File: config.mk
export PLATFORM = sky130hd
export DESIGN_NAME = tshc_ctrl_flat
export DESIGN_NICKNAME = d
export VERILOG_FILES = /design/src/rtl/tshc_pkg.sv /design/src/rtl/tshc_ifs.sv /design/src/rtl/tshc_ctrl.sv /design/src/flat_wrapper.sv
export SDC_FILE = /design/constraint.sdc
export NUM_CORES = 1
export LEC_CHECK = 0
export BUFFER_PORTS_ARGS = -buffer_cell sky130_fd_sc_hd__buf_4
export CORE_MARGIN = 1
export CORE_UTILIZATION = 34
export DETAILED_ROUTE_END_ITERATION = 16
export SLEW_MARGIN = 20
export SYNTH_ARGS = -nofsm -noshare
export SYNTH_HDL_FRONTEND = slang
export SYNTH_SLANG_ARGS = --single-unit
File: constraint.sdc
create_clock -name clock -period 8.88 [get_ports clock]
set_input_delay 0 -clock clock [delete_from_list [all_inputs] [get_ports clock]]
set_output_delay 0 -clock clock [all_outputs]
set_load 0.02 [all_outputs]
File: src/rtl/tshc_pkg.sv
`timescale 1ns / 1ps
// tshc_pkg: shared widths, default sizes and codes for the tour swap hill climb unit
// no dependencies; used by the channel interfaces, the sequencer and the top level
package tshc_pkg;

   localparam int ACTION_BITS = 3;
   localparam int INDEX_BITS  = 10;
   localparam int DVAL_BITS   = 24;
   localparam int STATUS_BITS = 2;
   localparam int LEN_BITS    = 34;
   localparam int CITY_BITS   = 10;
   localparam int COUNT_BITS  = 11;

   localparam int MAX_CITIES_DEF = 1024;
   localparam int DIST_BITS_DEF  = 24;

   typedef enum logic [ACTION_BITS-1:0] {
      ACT_WRITE_DIST = 3'd0,
      ACT_WRITE_TOUR = 3'd1,
      ACT_EVALUATE   = 3'd2,
      ACT_TRY_SWAP   = 3'd3,
      ACT_READ_TOUR  = 3'd4
   } action_type;

   typedef enum logic [STATUS_BITS-1:0] {
      STATUS_OK    = 2'd0,
      STATUS_RANGE = 2'd1,
      STATUS_EQUAL = 2'd2
   } status_type;

endpackage

File: src/rtl/tshc_ifs.sv
`timescale 1ns / 1ps
// tshc channel interfaces: request, response and register write channels
// depends on tshc_pkg for the payload widths
interface tshc_req_if;
   import tshc_pkg::*;
   logic                   valid;
   logic                   ready;
   logic [ACTION_BITS-1:0] action;
   logic [INDEX_BITS-1:0]  first_index;
   logic [INDEX_BITS-1:0]  second_index;
   logic [DVAL_BITS-1:0]   distance_value;
   modport source (output valid, action, first_index, second_index, distance_value,
                   input ready);
   modport sink   (input valid, action, first_index, second_index, distance_value,
                   output ready);
endinterface

interface tshc_rsp_if;
   import tshc_pkg::*;
   logic                   valid;
   logic                   ready;
   logic                   accepted;
   logic [STATUS_BITS-1:0] status;
   logic [LEN_BITS-1:0]    tour_length;
   logic [CITY_BITS-1:0]   city;
   modport source (output valid, accepted, status, tour_length, city, input ready);
   modport sink   (input valid, accepted, status, tour_length, city, output ready);
endinterface

interface tshc_csr_if;
   import tshc_pkg::*;
   logic                  valid;
   logic                  ready;
   logic [COUNT_BITS-1:0] city_count;
   modport source (output valid, city_count, input ready);
   modport sink   (input valid, city_count, output ready);
endinterface

File: src/rtl/tshc_ctrl.sv
`timescale 1ns / 1ps
// tshc_ctrl: request decode, swap and undo sequencing, tour walk and length accumulation
// depends on tshc_pkg and the tshc channel interfaces; drives the tour and distance rams
module tshc_ctrl #(
   parameter int MAX_CITIES = tshc_pkg::MAX_CITIES_DEF,
   parameter int DIST_BITS  = tshc_pkg::DIST_BITS_DEF
) (
   input  logic                                 clock,
   input  logic                                 reset,
   tshc_req_if.sink                             req_chan,
   tshc_rsp_if.source                           rsp_chan,
   tshc_csr_if.sink                             csr_chan,
   output logic                                 tour_wr_en,
   output logic [$clog2(MAX_CITIES)-1:0]        tour_wr_addr,
   output logic [tshc_pkg::CITY_BITS-1:0]       tour_wr_data,
   output logic                                 tour_rd_en,
   output logic [$clog2(MAX_CITIES)-1:0]        tour_rd_addr,
   input  logic [tshc_pkg::CITY_BITS-1:0]       tour_rd_data,
   output logic                                 dist_wr_en,
   output logic [2*$clog2(MAX_CITIES)-1:0]      dist_wr_addr,
   output logic [DIST_BITS-1:0]                 dist_wr_data,
   output logic                                 dist_rd_en,
   output logic [2*$clog2(MAX_CITIES)-1:0]      dist_rd_addr,
   input  logic [DIST_BITS-1:0]                 dist_rd_data
);
   import tshc_pkg::*;

   localparam int IDX_BITS = $clog2(MAX_CITIES);
   localparam int CNT_BITS = $clog2(MAX_CITIES + 1);

   typedef enum logic [3:0] {
      ST_IDLE,
      ST_READ_WAIT,
      ST_SWAP_RD_B,
      ST_SWAP_WR_A,
      ST_SWAP_WR_B,
      ST_WALK,
      ST_UNDO_A,
      ST_UNDO_B,
      ST_RESP
   } state_type;

   state_type            state_ff, state_in;
   logic [CNT_BITS-1:0]  cnt_ff, cnt_in;
   logic [LEN_BITS-1:0]  len_ff, len_in;
   logic [IDX_BITS-1:0]  pos_a_ff, pos_a_in;
   logic [IDX_BITS-1:0]  pos_b_ff, pos_b_in;
   logic [CITY_BITS-1:0] ta_ff, ta_in;
   logic [CITY_BITS-1:0] tb_ff, tb_in;
   logic                 swap_ff, swap_in;
   logic [CNT_BITS-1:0]  issue_ff, issue_in;
   logic                 t_vld_ff, t_vld_in;
   logic                 t_first_ff, t_first_in;
   logic                 t_last_ff, t_last_in;
   logic [IDX_BITS-1:0]  first_ff, first_in;
   logic [IDX_BITS-1:0]  prev_ff, prev_in;
   logic                 close_ff, close_in;
   logic                 d_vld_ff, d_vld_in;
   logic                 d_last_ff, d_last_in;
   logic [LEN_BITS-1:0]  sum_ff, sum_in;
   logic                 res_acc_ff, res_acc_in;
   status_type           res_status_ff, res_status_in;
   logic [CITY_BITS-1:0] res_city_ff, res_city_in;
   logic                 rsp_valid_ff, rsp_valid_in;
   logic                 rsp_acc_ff, rsp_acc_in;
   status_type           rsp_status_ff, rsp_status_in;
   logic [LEN_BITS-1:0]  rsp_len_ff, rsp_len_in;
   logic [CITY_BITS-1:0] rsp_city_ff, rsp_city_in;

   logic                 req_fire;
   logic                 a_in_tour, b_in_tour, a_in_max, b_in_max;
   logic [IDX_BITS-1:0]  req_a, req_b;
   logic [IDX_BITS-1:0]  walk_city;
   logic [LEN_BITS:0]    sum_wide;
   logic [LEN_BITS-1:0]  sum_next;

   assign req_fire  = req_chan.valid && req_chan.ready;
   assign req_a     = IDX_BITS'(req_chan.first_index);
   assign req_b     = IDX_BITS'(req_chan.second_index);
   assign a_in_tour = 32'(req_chan.first_index) < 32'(cnt_ff);
   assign b_in_tour = 32'(req_chan.second_index) < 32'(cnt_ff);
   assign a_in_max  = 32'(req_chan.first_index) < 32'(MAX_CITIES);
   assign b_in_max  = 32'(req_chan.second_index) < 32'(MAX_CITIES);
   assign walk_city = IDX_BITS'(tour_rd_data);

   // running sum saturates at the top of the length range
   assign sum_wide = {1'b0, sum_ff} + (LEN_BITS+1)'(dist_rd_data);
   assign sum_next = sum_wide[LEN_BITS] ? {LEN_BITS{1'b1}} : sum_wide[LEN_BITS-1:0];

   assign req_chan.ready    = (state_ff == ST_IDLE);
   assign csr_chan.ready    = 1'b1;
   assign rsp_chan.valid    = rsp_valid_ff;
   assign rsp_chan.accepted = rsp_acc_ff;
   assign rsp_chan.status   = rsp_status_ff;
   assign rsp_chan.tour_length = rsp_len_ff;
   assign rsp_chan.city     = rsp_city_ff;

   always_comb begin
      state_in      = state_ff;
      cnt_in        = cnt_ff;
      len_in        = len_ff;
      pos_a_in      = pos_a_ff;
      pos_b_in      = pos_b_ff;
      ta_in         = ta_ff;
      tb_in         = tb_ff;
      swap_in       = swap_ff;
      issue_in      = issue_ff;
      t_vld_in      = 1'b0;
      t_first_in    = t_first_ff;
      t_last_in     = t_last_ff;
      first_in      = first_ff;
      prev_in       = prev_ff;
      close_in      = close_ff;
      d_vld_in      = 1'b0;
      d_last_in     = d_last_ff;
      sum_in        = sum_ff;
      res_acc_in    = res_acc_ff;
      res_status_in = res_status_ff;
      res_city_in   = res_city_ff;
      rsp_valid_in  = rsp_valid_ff && !rsp_chan.ready;
      rsp_acc_in    = rsp_acc_ff;
      rsp_status_in = rsp_status_ff;
      rsp_len_in    = rsp_len_ff;
      rsp_city_in   = rsp_city_ff;

      tour_wr_en   = 1'b0;
      tour_wr_addr = pos_a_ff;
      tour_wr_data = ta_ff;
      tour_rd_en   = 1'b0;
      tour_rd_addr = pos_a_ff;
      dist_wr_en   = 1'b0;
      dist_wr_addr = {req_a, req_b};
      dist_wr_data = DIST_BITS'(req_chan.distance_value);
      dist_rd_en   = 1'b0;
      dist_rd_addr = {prev_ff, walk_city};

      if (csr_chan.valid) begin
         if (32'(csr_chan.city_count) < 32'd2) begin
            cnt_in = CNT_BITS'(2);
         end else if (32'(csr_chan.city_count) > 32'(MAX_CITIES)) begin
            cnt_in = CNT_BITS'(MAX_CITIES);
         end else begin
            cnt_in = CNT_BITS'(csr_chan.city_count);
         end
      end

      case (state_ff)
         ST_IDLE: begin
            if (req_fire) begin
               res_acc_in    = 1'b0;
               res_status_in = STATUS_OK;
               res_city_in   = '0;
               pos_a_in      = req_a;
               pos_b_in      = req_b;
               issue_in      = '0;
               sum_in        = '0;
               close_in      = 1'b0;
               state_in      = ST_RESP;
               case (action_type'(req_chan.action))
                  ACT_WRITE_DIST: begin
                     if (a_in_max && b_in_max) begin
                        dist_wr_en = 1'b1;
                     end else begin
                        res_status_in = STATUS_RANGE;
                     end
                  end
                  ACT_WRITE_TOUR: begin
                     if (a_in_tour && b_in_max) begin
                        tour_wr_en   = 1'b1;
                        tour_wr_addr = req_a;
                        tour_wr_data = req_chan.second_index;
                     end else begin
                        res_status_in = STATUS_RANGE;
                     end
                  end
                  ACT_EVALUATE: begin
                     swap_in  = 1'b0;
                     state_in = ST_WALK;
                  end
                  ACT_TRY_SWAP: begin
                     if (!(a_in_tour && b_in_tour)) begin
                        res_status_in = STATUS_RANGE;
                     end else if (req_chan.first_index == req_chan.second_index) begin
                        res_status_in = STATUS_EQUAL;
                     end else begin
                        swap_in      = 1'b1;
                        tour_rd_en   = 1'b1;
                        tour_rd_addr = req_a;
                        state_in     = ST_SWAP_RD_B;
                     end
                  end
                  ACT_READ_TOUR: begin
                     if (a_in_tour) begin
                        tour_rd_en   = 1'b1;
                        tour_rd_addr = req_a;
                        state_in     = ST_READ_WAIT;
                     end else begin
                        res_status_in = STATUS_RANGE;
                     end
                  end
                  default: begin
                     res_status_in = STATUS_RANGE;
                  end
               endcase
            end
         end
         ST_READ_WAIT: begin
            res_city_in = tour_rd_data;
            state_in    = ST_RESP;
         end
         ST_SWAP_RD_B: begin
            tour_rd_en   = 1'b1;
            tour_rd_addr = pos_b_ff;
            ta_in        = tour_rd_data;
            state_in     = ST_SWAP_WR_A;
         end
         ST_SWAP_WR_A: begin
            tb_in        = tour_rd_data;
            tour_wr_en   = 1'b1;
            tour_wr_addr = pos_a_ff;
            tour_wr_data = tour_rd_data;
            state_in     = ST_SWAP_WR_B;
         end
         ST_SWAP_WR_B: begin
            tour_wr_en   = 1'b1;
            tour_wr_addr = pos_b_ff;
            tour_wr_data = ta_ff;
            state_in     = ST_WALK;
         end
         ST_WALK: begin
            // stage one: fetch tour slots in order
            if (issue_ff < cnt_ff) begin
               tour_rd_en   = 1'b1;
               tour_rd_addr = IDX_BITS'(issue_ff);
               issue_in     = issue_ff + CNT_BITS'(1);
               t_vld_in     = 1'b1;
               t_first_in   = (issue_ff == '0);
               t_last_in    = (issue_ff == cnt_ff - CNT_BITS'(1));
            end
            // stage two: look up the leg into each city, then the closing leg
            if (t_vld_ff) begin
               prev_in = walk_city;
               if (t_first_ff) begin
                  first_in = walk_city;
               end else begin
                  dist_rd_en   = 1'b1;
                  dist_rd_addr = {prev_ff, walk_city};
                  d_vld_in     = 1'b1;
                  d_last_in    = 1'b0;
               end
               if (t_last_ff) begin
                  close_in = 1'b1;
               end
            end else if (close_ff) begin
               dist_rd_en   = 1'b1;
               dist_rd_addr = {prev_ff, first_ff};
               d_vld_in     = 1'b1;
               d_last_in    = 1'b1;
               close_in     = 1'b0;
            end
            // stage three: accumulate and decide
            if (d_vld_ff) begin
               sum_in = sum_next;
               if (d_last_ff) begin
                  if (!swap_ff) begin
                     len_in   = sum_next;
                     state_in = ST_RESP;
                  end else if (sum_next < len_ff) begin
                     len_in     = sum_next;
                     res_acc_in = 1'b1;
                     state_in   = ST_RESP;
                  end else begin
                     state_in = ST_UNDO_A;
                  end
               end
            end
         end
         ST_UNDO_A: begin
            tour_wr_en   = 1'b1;
            tour_wr_addr = pos_a_ff;
            tour_wr_data = ta_ff;
            state_in     = ST_UNDO_B;
         end
         ST_UNDO_B: begin
            tour_wr_en   = 1'b1;
            tour_wr_addr = pos_b_ff;
            tour_wr_data = tb_ff;
            state_in     = ST_RESP;
         end
         ST_RESP: begin
            if (!rsp_valid_ff || rsp_chan.ready) begin
               rsp_valid_in  = 1'b1;
               rsp_acc_in    = res_acc_ff;
               rsp_status_in = res_status_ff;
               rsp_len_in    = len_ff;
               rsp_city_in   = res_city_ff;
               state_in      = ST_IDLE;
            end
         end
         default: begin
            state_in = ST_IDLE;
         end
      endcase
   end

   always_ff @(posedge clock) begin
      if (reset) begin
         state_ff     <= ST_IDLE;
         cnt_ff       <= CNT_BITS'(2);
         len_ff       <= '0;
         t_vld_ff     <= 1'b0;
         close_ff     <= 1'b0;
         d_vld_ff     <= 1'b0;
         rsp_valid_ff <= 1'b0;
      end else begin
         state_ff     <= state_in;
         cnt_ff       <= cnt_in;
         len_ff       <= len_in;
         t_vld_ff     <= t_vld_in;
         close_ff     <= close_in;
         d_vld_ff     <= d_vld_in;
         rsp_valid_ff <= rsp_valid_in;
      end
      pos_a_ff      <= pos_a_in;
      pos_b_ff      <= pos_b_in;
      ta_ff         <= ta_in;
      tb_ff         <= tb_in;
      swap_ff       <= swap_in;
      issue_ff      <= issue_in;
      t_first_ff    <= t_first_in;
      t_last_ff     <= t_last_in;
      first_ff      <= first_in;
      prev_ff       <= prev_in;
      d_last_ff     <= d_last_in;
      sum_ff        <= sum_in;
      res_acc_ff    <= res_acc_in;
      res_status_ff <= res_status_in;
      res_city_ff   <= res_city_in;
      rsp_acc_ff    <= rsp_acc_in;
      rsp_status_ff <= rsp_status_in;
      rsp_len_ff    <= rsp_len_in;
      rsp_city_ff   <= rsp_city_in;
   end

endmodule

File: src/flat_wrapper.sv
// flat-port wrapper written by rule: the top's interface ports become plain ports
module tshc_ctrl_flat import tshc_pkg::*;
#(
   parameter int MAX_CITIES = tshc_pkg::MAX_CITIES_DEF,
   parameter int DIST_BITS  = tshc_pkg::DIST_BITS_DEF
)
  (clock, reset, tour_wr_en, tour_wr_addr, tour_wr_data, tour_rd_en, tour_rd_addr, tour_rd_data, dist_wr_en, dist_wr_addr, dist_wr_data, dist_rd_en, dist_rd_addr, dist_rd_data, req_chan_valid, req_chan_action, req_chan_first_index, req_chan_second_index, req_chan_distance_value, req_chan_ready, rsp_chan_valid, rsp_chan_accepted, rsp_chan_status, rsp_chan_tour_length, rsp_chan_city, rsp_chan_ready, csr_chan_valid, csr_chan_city_count, csr_chan_ready);
  tshc_req_if req_chan_i ();
  tshc_rsp_if rsp_chan_i ();
  tshc_csr_if csr_chan_i ();
  input  logic clock;
  input  logic reset;
  output logic tour_wr_en;
  output logic [$clog2(MAX_CITIES)-1:0] tour_wr_addr;
  output logic [tshc_pkg::CITY_BITS-1:0] tour_wr_data;
  output logic tour_rd_en;
  output logic [$clog2(MAX_CITIES)-1:0] tour_rd_addr;
  input  logic [tshc_pkg::CITY_BITS-1:0] tour_rd_data;
  output logic dist_wr_en;
  output logic [2*$clog2(MAX_CITIES)-1:0] dist_wr_addr;
  output logic [DIST_BITS-1:0] dist_wr_data;
  output logic dist_rd_en;
  output logic [2*$clog2(MAX_CITIES)-1:0] dist_rd_addr;
  input  logic [DIST_BITS-1:0] dist_rd_data;
  input wire logic [$bits(req_chan_i.valid)-1:0] req_chan_valid;
  input wire logic [$bits(req_chan_i.action)-1:0] req_chan_action;
  input wire logic [$bits(req_chan_i.first_index)-1:0] req_chan_first_index;
  input wire logic [$bits(req_chan_i.second_index)-1:0] req_chan_second_index;
  input wire logic [$bits(req_chan_i.distance_value)-1:0] req_chan_distance_value;
  output wire logic [$bits(req_chan_i.ready)-1:0] req_chan_ready;
  output wire logic [$bits(rsp_chan_i.valid)-1:0] rsp_chan_valid;
  output wire logic [$bits(rsp_chan_i.accepted)-1:0] rsp_chan_accepted;
  output wire logic [$bits(rsp_chan_i.status)-1:0] rsp_chan_status;
  output wire logic [$bits(rsp_chan_i.tour_length)-1:0] rsp_chan_tour_length;
  output wire logic [$bits(rsp_chan_i.city)-1:0] rsp_chan_city;
  input wire logic [$bits(rsp_chan_i.ready)-1:0] rsp_chan_ready;
  input wire logic [$bits(csr_chan_i.valid)-1:0] csr_chan_valid;
  input wire logic [$bits(csr_chan_i.city_count)-1:0] csr_chan_city_count;
  output wire logic [$bits(csr_chan_i.ready)-1:0] csr_chan_ready;
  assign req_chan_i.valid = req_chan_valid;
  assign req_chan_i.action = req_chan_action;
  assign req_chan_i.first_index = req_chan_first_index;
  assign req_chan_i.second_index = req_chan_second_index;
  assign req_chan_i.distance_value = req_chan_distance_value;
  assign req_chan_ready = req_chan_i.ready;
  assign rsp_chan_valid = rsp_chan_i.valid;
  assign rsp_chan_accepted = rsp_chan_i.accepted;
  assign rsp_chan_status = rsp_chan_i.status;
  assign rsp_chan_tour_length = rsp_chan_i.tour_length;
  assign rsp_chan_city = rsp_chan_i.city;
  assign rsp_chan_i.ready = rsp_chan_ready;
  assign csr_chan_i.valid = csr_chan_valid;
  assign csr_chan_i.city_count = csr_chan_city_count;
  assign csr_chan_ready = csr_chan_i.ready;
  tshc_ctrl #(.MAX_CITIES(MAX_CITIES), .DIST_BITS(DIST_BITS)) u_core (.clock(clock), .reset(reset), .req_chan(req_chan_i), .rsp_chan(rsp_chan_i), .csr_chan(csr_chan_i), .tour_wr_en(tour_wr_en), .tour_wr_addr(tour_wr_addr), .tour_wr_data(tour_wr_data), .tour_rd_en(tour_rd_en), .tour_rd_addr(tour_rd_addr), .tour_rd_data(tour_rd_data), .dist_wr_en(dist_wr_en), .dist_wr_addr(dist_wr_addr), .dist_wr_data(dist_wr_data), .dist_rd_en(dist_rd_en), .dist_rd_addr(dist_rd_addr), .dist_rd_data(dist_rd_data));
endmodule
==> results.py, run 1 <==
metrics = {
    "timing": {
        "fmax_mhz": 175,
        "rsz0062_at_grt": "false",
        "finalSetupViolations": 0,
        "clock_skew_ns": 0.0177,
        "finalCritPeriodShare_pct": 64.2,
        "worst-slew-pin-transition_ns": 1.12,
        "period_minus_slack_ns": 5.70,
        "finalHoldViolCount": 0,
        "final.setup.tns_ns": 0,
        "fin_ws_ns": 3.18,
        "slew_violations": 0,
        "slew_headroom_pct": 25.3,
    },
    "setup_path": {
        "timing_worst_setup_path_type": "reg2reg",
        "timing.rr.start": "u_core.sum_ff[6]$_SDFFCE_PN0P_",
        "rrSetupSlack_ns": 3.18,
        "critPathArrivalTime_ns": 6.10,
        "critical_path_peak_fanout": 64,
        "cp_cell_sequence": "ha_1 > nand2_1 > o21ai_0 > a21boi_1 > a211o_1 > a21oi_1 > nand3_1 > mux2i_1 > inv_1 > ha_1 > and3_1 > a2111oi_4 > a2bb2oi_2 > o2111ai_1 > a31o_4 > a21oi_4 > buf_4 > mux2i_1 > nor2_1",
        "cp.required_ns": 9.28,
        "crit_family": "compound AO/OA/AOI/OAI gates",
        "critPathMaxStageDelay_ns": 0.78,
        "endpoint_kind": "flop",
        "rr_worst_depth": 19,
        "worst_r2r_endpoint": "u_core.len_ff[13]$_SDFFE_PP0P_",
        "cp_slowest_cell": "buf_4",
        "crit_buf_inv": 2,
        "cp-start-kind": "flop",
    },
    "global_routing": {
        "grt_max_degree": 65,
        "antenna_found_initial": 0,
        "overflow": 0,
        "grt_usage_pct": 17.7,
        "grt_pass1_wl_mm": 54.2,
        "grt_pass1_vias": 9928,
    },
    "layout": {
        "final_common_cell": "buf_4",
        "final_layout_size_suffix_gt1_share_pct": 22.2,
        "fin_util_pct": 42.6,
        "final_area_sq_um": 16100,
        "nets": 1662,
        "antenna_cells": 0,
        "areaGrowthSynthToFinish_pct": 22.9,
        "final_cell_mix": "205 x buf_4, 169 x edfxtp_1, 151 x nor2_1",
    },
    "route": {
        "routedWlPerCell_um": 17.4,
        "via_per_inst": 5.04,
        "num_vias": 10105,
        "ant_nets": 0,
        "first_pass_iters": 5,
        "first_iter_violations": 492,
        "wl_mm": 35.0,
        "drc": 0,
    },
    "status": {
        "outcome": "complete, no violations",
    },
    "place": {
        "hpwl_mm": 25.0,
        "globalplace.congestion": 0.843,
        "port_buffers": 195,
        "dpl-instance-area_sq_um": 14600,
        "place_ws_ns": 3.19,
    },
    "clock_tree": {
        "clockRootBuffer": "clkbuf_16",
        "tritoncts": "yes",
        "cts_max_level": 1,
        "clk_latency_ns": 0.55,
        "postCtsSetupRepairBufs": 0,
        "ctsLongestPathBuffers": 3,
        "clk_pin_slew_ns": 0.06,
        "cts_buffers": 26,
        "cts_sinks": 222,
    },
    "synthesis": {
        "synth_area_leaders": "edfxtp_1 39%, ha_1 8.5%, dfxtp_1 8.1%",
        "syn-num-nets": 1471,
        "synthCells": 1284,
        "syn_area_sq_um": 13100,
        "synth_edf_count": 169,
        "yosys_warnings": 0,
        "synth_area_per_cell_sq_um": 10.2,
        "ys_seq_area_share_pct": 46.9,
        "ys_types": 76,
        "synth_largest_area_cell": "edfxtp_1",
        "synth_top_area_share_pct": 38.8,
        "ys_seq_elements": 222,
        "synth-main-ff-cell": "edfxtp_1",
        "synthArstFlopShare_pct": 0,
    },
    "power": {
        "ir_drop_v": 0.000130,
        "finalPower_mw": 3.01,
        "powerDensity_nw_per_um2": 187,
        "p_leak_nw": 6.30,
    },
    "floorplanning": {
        "initial_core_util_pct": 34.7,
        "rows": 71,
        "io_pins": 245,
        "die_w_um": 198,
        "die_area_sq_um": 39300,
        "core_area_sq_um": 37800,
        "die_h_um": 198,
    },
    "min_path": {
        "min_to": "dist_wr_data[19]",
        "min_from": "req_chan_distance_value[19]",
        "min_path_cells": 0,
        "worstHoldPathType": "in2out",
    },
    "job": {
        "cap_violations": 0,
    },
}
## area by class of cell
cell class / count / area (sq um)
clock buffer: 42 / 803
clock inverter: 6 / 61.3
fill: 3572 / 21700
inverter: 86 / 323
multi-input combinational: 876 / 6000
sequential: 222 / 6140
tap: 511 / 639
timing repair buffer: 263 / 2120
## timing repair
| item | CTS | global route |
|---|---|---|
| setup endpoints to repair | 0 | 0 |
| hold endpoints to repair | 92 | 0 |
| hold buffers | 58 | 0 |
| gates resized for setup | 0 | 0 |
## state kept, by name (all words and copies together), names as in the netlist, 11 cells and up
signal,count
u_core.cnt_ff,11
u_core.len_ff,34
u_core.sum_ff,34
u_core.issue_ff,11
u_core.rsp_chan.tour_length,34
## how the worst max path moves through the flow
| stage | startpoint | to | slack [ns] | cells past startpoint |
|---|---|---|---|---|
| after global routing | u_core.sum_ff[0]$_SDFFCE_PN0P_ | u_core.len_ff[13]$_SDFFE_PP0P_ | 2.72 | 22 |
| after CTS | u_core.sum_ff[0]$_SDFFCE_PN0P_ | u_core.len_ff[13]$_SDFFE_PP0P_ | 3.16 | 21 |
| after detailed placement | u_core.sum_ff[0]$_SDFFCE_PN0P_ | u_core.len_ff[13]$_SDFFE_PP0P_ | 3.19 | 21 |
| after floorplan | u_core.sum_ff[0]$_SDFFCE_PN0P_ | u_core.len_ff[13]$_SDFFE_PP0P_ | 4.30 | 22 |
| after global placement | u_core.sum_ff[6]$_SDFFCE_PN0P_ | u_core.len_ff[13]$_SDFFE_PP0P_ | 3.33 | 19 |
| final | u_core.sum_ff[6]$_SDFFCE_PN0P_ | u_core.len_ff[13]$_SDFFE_PP0P_ | 3.18 | 19 |
## cells by family (layout without fill, tap and decap cells)
family / count (synthesis) / in the layout / share of synthesized area [%]
compound gates: 284 / 284 / 15.7
xor+xnor: 57 / 57 / 3.82
simple gates: 417 / 417 / 15.4
buf+inv: 186 / 397 / 7.33
other cells: 1 / 1 / 0.0287
flops: 222 / 222 / 46.9
mux: 27 / 27 / 2.16
fa+ha+maj: 90 / 90 / 8.66
## synth_stat cells (all sizes together) (10+ instances only)
cell	instances
nor2	180
edfxtp	169
a21oi	96
ha	89
inv	84
nand2	82
buf	64
dfxtp	53
o21ai	43
clkbuf	36
a211oi	35
xor2	30
nand3	29
xnor2	27
and2	24
nand4	22
nor3	20
mux2i	17
a21o	15
a22oi	15
and3	12
a22o	11
nor4	11
o21a	11
a221o	10
mux2	10
o211ai	10
## per-stage QoR
| stage | cells | hold WS (ns) |
|---|---|---|
| 2_1_floorplan | 1284 | 0.0824 |
| 3_3_place_gp | 1900 | 0.000137 |
| 3_5_place_dp | 1900 | 0.000137 |
| 4_1_cts | 2006 | 0.000137 |
| 5_1_grt | 2006 | 0.000115 |
| 6_report | 2006 | 0.0000336 |
## report_power, final
| part | switching (mW) | total [mW] | internal, mW | leakage, nW |
|---|---|---|---|---|
| Sequential | 0.0426 | 1.23 | 1.18 | 2.05 |
| Combinational | 0.423 | 0.707 | 0.284 | 3.83 |
| Clock | 0.433 | 1.08 | 0.646 | 0.424 |
## metal layers
layer | routed length (um) | vias to the layer above | share of wire (%) | GRT usage [%]
met5 | 0 | - | 0 | 0
met4 | 997 | 0 | 2.9 | 6.29
met3 | 1780 | 59 | 5.1 | 3.10
met2 | 16400 | 284 | 47 | 28.9
met1 | 15800 | 4796 | 45 | 23.4
li1 | - | 4966 | - | -
No activity file was read; power rests on OpenSTA's default activity.
==> run 2: changes to the inputs <==
- clock period: 8.88 -> 4.6 ns (I/O delays scaled with it)
==> results.py, run 2 (synthesized netlist as in run 1, its figures left out) <==
metrics = {
    "status": {
        "outcome": "complete, but fails checks",
        "failed_checks": "setup timing",
    },
    "timing": {
        "finalSetupViolations": 13,
        "whs_ns": 0.0000336,
        "fmax_mhz": 214,
        "rsz0062_at_grt": "true",
        "slew_headroom_pct": 33.7,
        "finalHoldViolCount": 0,
        "slew_violations": 0,
        "clock_skew_ns": 0.0139,
        "period_minus_slack_ns": 4.66,
        "worst-slew-pin-transition_ns": 0.990,
        "fin_ws_ns": -0.0628,
        "finalCritPeriodShare_pct": 101,
    },
    "clock_tree": {
        "clockRootBuffer": "clkbuf_16",
        "cts_max_level": 1,
        "cts_buffers": 27,
        "ctsLongestPathBuffers": 3,
        "cts_sinks": 222,
        "clk_pin_slew_ns": 0.06,
        "clk_latency_ns": 0.57,
        "tritoncts": "yes",
    },
    "power": {
        "finalPower_mw": 6.26,
        "ir_drop_v": 0.000264,
        "powerDensity_nw_per_um2": 355,
        "p_leak_nw": 7.11,
    },
    "route": {
        "via_per_inst": 5.04,
        "wl_mm": 38.1,
        "num_vias": 10837,
        "ant_nets": 0,
        "first_iter_violations": 607,
        "first_pass_iters": 5,
        "routedWlPerCell_um": 17.7,
        "drc": 0,
    },
    "layout": {
        "multi_input_area_sq_um": 6270,
        "fill_cells": 3455,
        "final_layout_size_suffix_gt1_share_pct": 31.0,
        "areaGrowthSynthToFinish_pct": 34.8,
        "final_cell_mix": "321 x buf_4, 169 x edfxtp_1, 147 x nor2_1",
        "fin_util_pct": 46.7,
        "antenna_cells": 0,
        "regArea_sq_um": 6140,
        "nets": 1804,
        "final_common_cell": "buf_4",
    },
    "place": {
        "port_buffers": 195,
        "hpwl_mm": 26.8,
        "globalplace.congestion": 0.883,
    },
    "floorplanning": {
        "rows": 71,
        "die_w_um": 198,
        "io_pins": 245,
        "die_area_sq_um": 39300,
        "core_area_sq_um": 37800,
        "die_h_um": 198,
        "initial_core_util_pct": 34.7,
    },
    "global_routing": {
        "grt_usage_pct": 19.1,
        "antenna_found_initial": 0,
        "grt_pass1_wl_mm": 58.7,
        "grt_pass1_vias": 10686,
        "grt_max_degree": 52,
        "overflow": 0,
    },
    "setup_path": {
        "critical_path_peak_fanout": 6,
        "endpoint_kind": "flop",
        "timing.rr.start": "u_core.sum_ff[0]$_SDFFCE_PN0P_",
        "critPathArrivalTime_ns": 5.09,
        "cp.required_ns": 5.03,
        "timing_worst_setup_path_type": "reg2reg",
        "rrSetupSlack_ns": -0.06,
        "worst_r2r_endpoint": "u_core.len_ff[33]$_SDFFE_PP0P_",
        "rr_worst_depth": 24,
        "cp-start-kind": "flop",
    },
    "min_path": {
        "min_to": "dist_wr_data[19]",
        "min_path_cells": 0,
        "worstHoldPathType": "in2out",
        "min_from": "req_chan_distance_value[19]",
    },
    "job": {
        "cap_violations": 0,
    },
}
run 2: worst max-delay path by stage:
stage                              startpoint                              to  slack (ns)  depth (start not counted)
2_1_floorplan  u_core.sum_ff[0]$_SDFFCE_PN0P_  u_core.len_ff[13]$_SDFFE_PP0P_        0.02                         22
3_3_place_gp   u_core.sum_ff[0]$_SDFFCE_PN0P_  u_core.len_ff[29]$_SDFFE_PP0P_       -0.24                         22
3_5_place_dp   u_core.sum_ff[0]$_SDFFCE_PN0P_   u_core.len_ff[7]$_SDFFE_PP0P_       -0.34                         22
4_1_cts        u_core.sum_ff[0]$_SDFFCE_PN0P_   u_core.len_ff[1]$_SDFFE_PP0P_      -0.002                         24
5_1_grt        u_core.sum_ff[0]$_SDFFCE_PN0P_  u_core.len_ff[33]$_SDFFE_PP0P_       -0.32                         22
6_report       u_core.sum_ff[0]$_SDFFCE_PN0P_  u_core.len_ff[33]$_SDFFE_PP0P_       -0.06                         24
run 2: routing by layer:
metal / share of wire, % / vias up / GRT usage [%]
met1: 44 / 5225 / 24.8
met5: 0 / - / 0
met3: 4.8 / 67 / 3.05
met2: 48 / 285 / 32.7
met4: 2.7 / 0 / 5.48
li1: - / 5260 / -
run 2: metrics by stage:
step	TNS, ns	cells	area, sq um	worst slack, ns
global placement	-7.31	1992	15400	-0.237
detailed placement	-10.18	1992	15400	-0.340
CTS	-0.00519	2140	17500	-0.00228
global route	-8.85	2149	17600	-0.316
floorplan	0	1284	13100	0.0191
finish	-0.376	2149	17600	-0.0628
run 2: what timing repair did:
action | CTS | global route
hold endpoints to repair | 96 | 0
cloned | 3 | 0
buffers inserted | 30 | 9
hold buffers | 66 | 0
gates resized for setup | 53 | 17
pin swaps | 30 | 35
setup endpoints to repair | 37 | 38
run 2: report_power, final:
part	leakage (nW)	switching [mW]	internal [mW]	total, mW
clock network	0.454	0.916	1.31	2.22
registers	2.05	0.0836	2.28	2.37
logic	4.60	0.915	0.760	1.67
run 2: final cells by class:
cell class / instances / share of cell area (%)
clock buffer: 31 / 4.09
tap: 511 / 3.62
inverter: 86 / 1.83
timing repair buffer: 403 / 19.0
sequential: 222 / 34.8
multi-input combinational: 877 / 35.6
clock inverter: 19 / 1.14
run 2: worst max-delay path, cell delays in order (launching register included):
cell and delay (ns):
edfxtp_1 0.37, ha_2 0.20, fa_2 0.35, a21oi_2 0.16, o211ai_1 0.17, buf_4 0.17, o2bb2ai_2 0.14, nor3b_4 0.17
buf_4 0.17, nor2_4 0.06, buf_4 0.17, nor2_2 0.16, inv_1 0.06, ha_1 0.33, a2111oi_4 0.38, o221ai_2 0.16
a2bb2oi_2 0.19, o31ai_1 0.13, and2_1 0.20, a21oi_4 0.17, buf_12 0.16, buf_6 0.11, buf_6 0.09, mux2i_2 0.20
nor2_1 0.05
